--- src/sv/assert_macros.svh ---
// Assertion macros for the RTL of the dual-ended byte stack; included by the top level.
// Depends on a clock named clk and an active-low reset named rst_n in scope.
`ifndef ASSERT_MACROS_SVH
`define ASSERT_MACROS_SVH

// Check a property on every rising edge outside reset.
`define ASSERT_CLK(name, prop, msg) \
  name: assert property (@(posedge clk) disable iff (!rst_n) prop) else $error(msg);

// Check that a condition never holds outside reset.
`define ASSERT_NEVER(name, cond, msg) \
  name: assert property (@(posedge clk) disable iff (!rst_n) !(cond)) else $error(msg);

`endif

--- src/sv/tdbs_ram.sv ---
// Generic single-port synchronous RAM with registered read data.
// No dependencies; instantiated once per byte bank by the top level.
`default_nettype none

module tdbs_ram #(
  parameter int WIDTH = 8,
  parameter int DEPTH = 256
) (
  input  logic                     clk,
  input  logic                     en,
  input  logic                     we,
  input  logic [$clog2(DEPTH)-1:0] addr,
  input  logic [WIDTH-1:0]         wdata,
  output logic [WIDTH-1:0]         rdata
);

  logic [WIDTH-1:0] mem [DEPTH];
  logic [WIDTH-1:0] rdata_r;

  always_ff @(posedge clk) begin
    if (en && we) begin
      mem[addr] <= wdata;
    end
    if (en && !we) begin
      rdata_r <= mem[addr];
    end
  end

  assign rdata = rdata_r;

endmodule

`default_nettype wire

--- config.mk ---
export PLATFORM = sky130hd
export DESIGN_NAME = tdbs_ram
export DESIGN_NICKNAME = d
export VERILOG_FILES = /design/src/sv/assert_macros.svh /design/src/sv/tdbs_ram.sv
export SDC_FILE = /design/constraint.sdc
export NUM_CORES = 2
export LEC_CHECK = 0
export BUFFER_PORTS_ARGS = -buffer_cell sky130_fd_sc_hd__buf_2
export CAP_MARGIN = 10
export CORE_MARGIN = 2
export CORE_UTILIZATION = 35
export CTS_CLUSTER_DIAMETER = 100
export DETAILED_ROUTE_END_ITERATION = 16
export GPL_ROUTABILITY_DRIVEN = 1
export SLEW_MARGIN = 20
export SYNTH_ARGS = -nofsm -noshare
export SYNTH_HDL_FRONTEND = slang
export SYNTH_SLANG_ARGS = --single-unit
--- constraint.sdc ---
create_clock -name clk -period 3 [get_ports clk]
set_input_delay 0.3 -clock clk [delete_from_list [all_inputs] [get_ports clk]]
set_output_delay 0.3 -clock clk [all_outputs]
set_load 0.01 [all_outputs]
==> impl_metrics.toml <==
[placed_design]
dp_hpwl_mm = 124
place_congestion = 0.816
dpl_cell_area_mm2 = 0.0865
portBuffers = 26

[setup_path]
cp_top_family = "compound AO/OA/AOI/OAI gates"
cp-end-kind = "register"
slowest_stage = "o41ai_1"
worstPathBufferInverterCount = 1
critPathRequiredTime_ns = 3.57
startpoint_type = "register"
arrival_ns = 3.29
critical_path.max_fanout = 1
slowest_delay_ns = 0.77
crit_type = "register to register"
path_cells = "mux4_2, a22oi_1, a21oi_1, o41ai_1, buf_4, nand4_1"

[synthesis]
synth_cells = 3526
synthTopCellsByCount = "2056 x edfxtp_1, 512 x mux4_2, 259 x nor2_1"
yosysTopAreaCellShare_pct = 78.8
synth.most_common_cell = "edfxtp_1"
synth.avg_cell_area_um2 = 22.2
yosys_warnings = 0
synth_cell_types = 21
ys.flop_type = "edfxtp_1"
synth_fp_nets = 3545
yosysTopAreaCell = "edfxtp_1"
synth.area.top_cells = "edfxtp_1 79%, mux4_2 15%, a22oi_1 2.5%"
synth_area_mm2 = 0.0784
synth_edf_count = 2056
synth-async-reset-ratio_pct = 0
seq_area_frac_synth_pct = 78.8
synth-seq-cells = 2056

[drt]
viasPerCell = 5.37
drt-total-wl_mm = 198
post_drt_wl_per_cell_um = 27.4
vias = 38900
ant_nets = 0
first_iter_violations = 4897
drc = 0
dr.pass1.iters = 5

[final_layout]
final_util_pct = 41.7
nFillCells = 19300
drive_gt1_share_pct = 32.7
syn_to_final_growth_pct = 18.4
final_nets = 4116
design_area_mm2 = 0.0928

[sta]
maxSlewViolCount = 0
rsz0062_at_grt = "no"
fin_worst_skew_ns = 0.0374
fin_crit_ns = 2.72
hold_violations = 0
setup_violations = 0
post-route-period-util_pct = 90.8
max_freq_mhz = 367
slew_headroom_pct = 32.6
max_slew.worst_pin.slew_ns = 1.01

[clocking]
post_cts_buffers = 0
cts_root_buf = "clkbuf_16"
clock_path_buffers = 3
cts_tree = "done"
clk_latency_ns = 0.85
htreeDepth = 4
path_clk_slew_ns = 0.06
cts.sinks = 2056
cts_buffers = 200

[global_route]
grt_usage_pct = 17.2
antenna_found_initial = 11
grt_pass1_wl_mm = 286
grt_pass1_vias = 39200
grt_overflow_total = 0
grt_start_max_net_pins = 106

[power]
power.density_mw_per_mm2 = 631
irDropWorstVdd_uv = 530
switching_share_pct = 21.1
pwr-share-clk_pct = 41.1
power_frac_comb_pct = 4.9
p_seq_share_pct = 54.0
p_switching_mw = 12.4
p_leak_nw = 29.0
p_int_mw = 46.2

[die]
core_mm2 = 0.223
rows = 173
initial_core_util_pct = 35.2
die_w_um = 477
die-area_mm2 = 0.228
dieHeight_um = 477
io_pins = 27

[job]
maxCapViolations = 0

[worst_hold_path]
hold_class = "input port to register"

[status]
outcome = "finished clean"
==> sequential cells by signal, summed over array words and instances (netlist names) <==
name,count
rdata,8
mem,2048
==> cells by family (layout without fill, tap and decap cells) <==
group                  count (synthesis)  in the layout  share of synthesized area, %
other                                  0              1                             0
AND/OR/NAND/NOR                      317            317                          1.61
multiplexers                         512            512                          14.7
flip-flops                          2056           2056                          78.8
AO/OA/AOI/OAI                        416            416                          3.63
buffers and inverters                225            964                          1.28
==> worst paths after layout <==
check	startpoint	to	slack [ns]	cells past startpoint
worst min register to register	mem[52][3]	rdata[3]	1.06	5
worst min-delay path	wdata[1]	mem[85][1]	0.01	1
worst max-delay path	mem[126][0]	rdata[0]	0.28	6
worst max register to register	mem[126][0]	rdata[0]	0.28	6
==> timing repair <==
item,CTS,global route
hold buffers,6,0
endpoints found under the hold margin,312,0
resized for setup,0,1
endpoints found under the setup margin,0,1
==> layout make-up <==
type / instances / area (um^2) / area share [%]
Tap cell: 2975 / 3720 / 4.01
Clock buffer: 255 / 5280 / 5.68
Timing Repair Buffer: 594 / 5400 / 5.81
Multi-Input combinational cell: 1245 / 15700 / 16.9
Clock inverter: 115 / 976 / 1.05
Sequential cell: 2056 / 61700 / 66.5
Antenna cell: 1 / 2.50 / 0.00270
==> cells in the final DEF (no fill, tap or decap), types with 2 or more instances in the layout <==
cell type      Yosys  layout
a21oi_1          128     128
a22oi_1          256     256
buf_12             0      71
buf_2             41      16
buf_4             11     491
buf_8              0      10
bufinv_16          0      12
clkbuf_1         143      52
clkbuf_16          0     203
clkinv_1           0      50
clkinv_16          0       2
clkinv_2           0      36
clkinv_4           0       2
clkinv_8           0       3
clkinvlp_4         0       2
dlygate4sd3_1      0       6
edfxtp_1        2056    2056
inv_16             0       3
inv_6              0       4
mux4_2           512     512
nand2_1           30      14
nand2_2            0      16
nand2b_2           0       2
nand3_1            4       4
nand4_1            8       8
nor2_1           259     258
nor2b_1            7       5
nor2b_4            0       2
nor3b_1            2       2
o41ai_1           32      30
o41ai_2            0       2
==> power by group through the flow <==
stage                     Combinational (mW)  Clock [mW]  Sequential [mW]
after detailed placement                2.87           0             32.3
after CTS                               2.89        24.5             31.7
after floorplan                         1.36           0             32.3
after global routing                    3.02        25.6             31.6
final                                   2.84        24.1             31.7
after global placement                  2.85           0             32.3
==> layer usage <==
| layer | GRT usage, % | wire, um |
|---|---|---|
| met4 | 5.31 | 5670 |
| met2 | 27.7 | 96500 |
| met3 | 2.82 | 14200 |
| met5 | 0 | 13 |
| met1 | 24.0 | 81800 |
==> per-stage QoR <==
| stage | hold WS [ns] | TNS, ns | std cells | setup slack, ns | power, mW |
|---|---|---|---|---|---|
| 3_5_place_dp | 0.745 | -2.25 | 6864 | -0.569 | 35.1 |
| 5_1_grt | 0.00789 | 0 | 7241 | 0.141 | 60.2 |
| 4_1_cts | 0.00618 | 0 | 7240 | 0.00741 | 59.0 |
| 3_3_place_gp | 0.725 | -2.77 | 6864 | -0.816 | 35.1 |
| 2_1_floorplan | 0.399 | 0 | 3526 | 0.405 | 33.6 |
| 6_report | 0.00981 | 0 | 7241 | 0.277 | 58.6 |
Note: power is estimated with default switching activity, not from simulation.
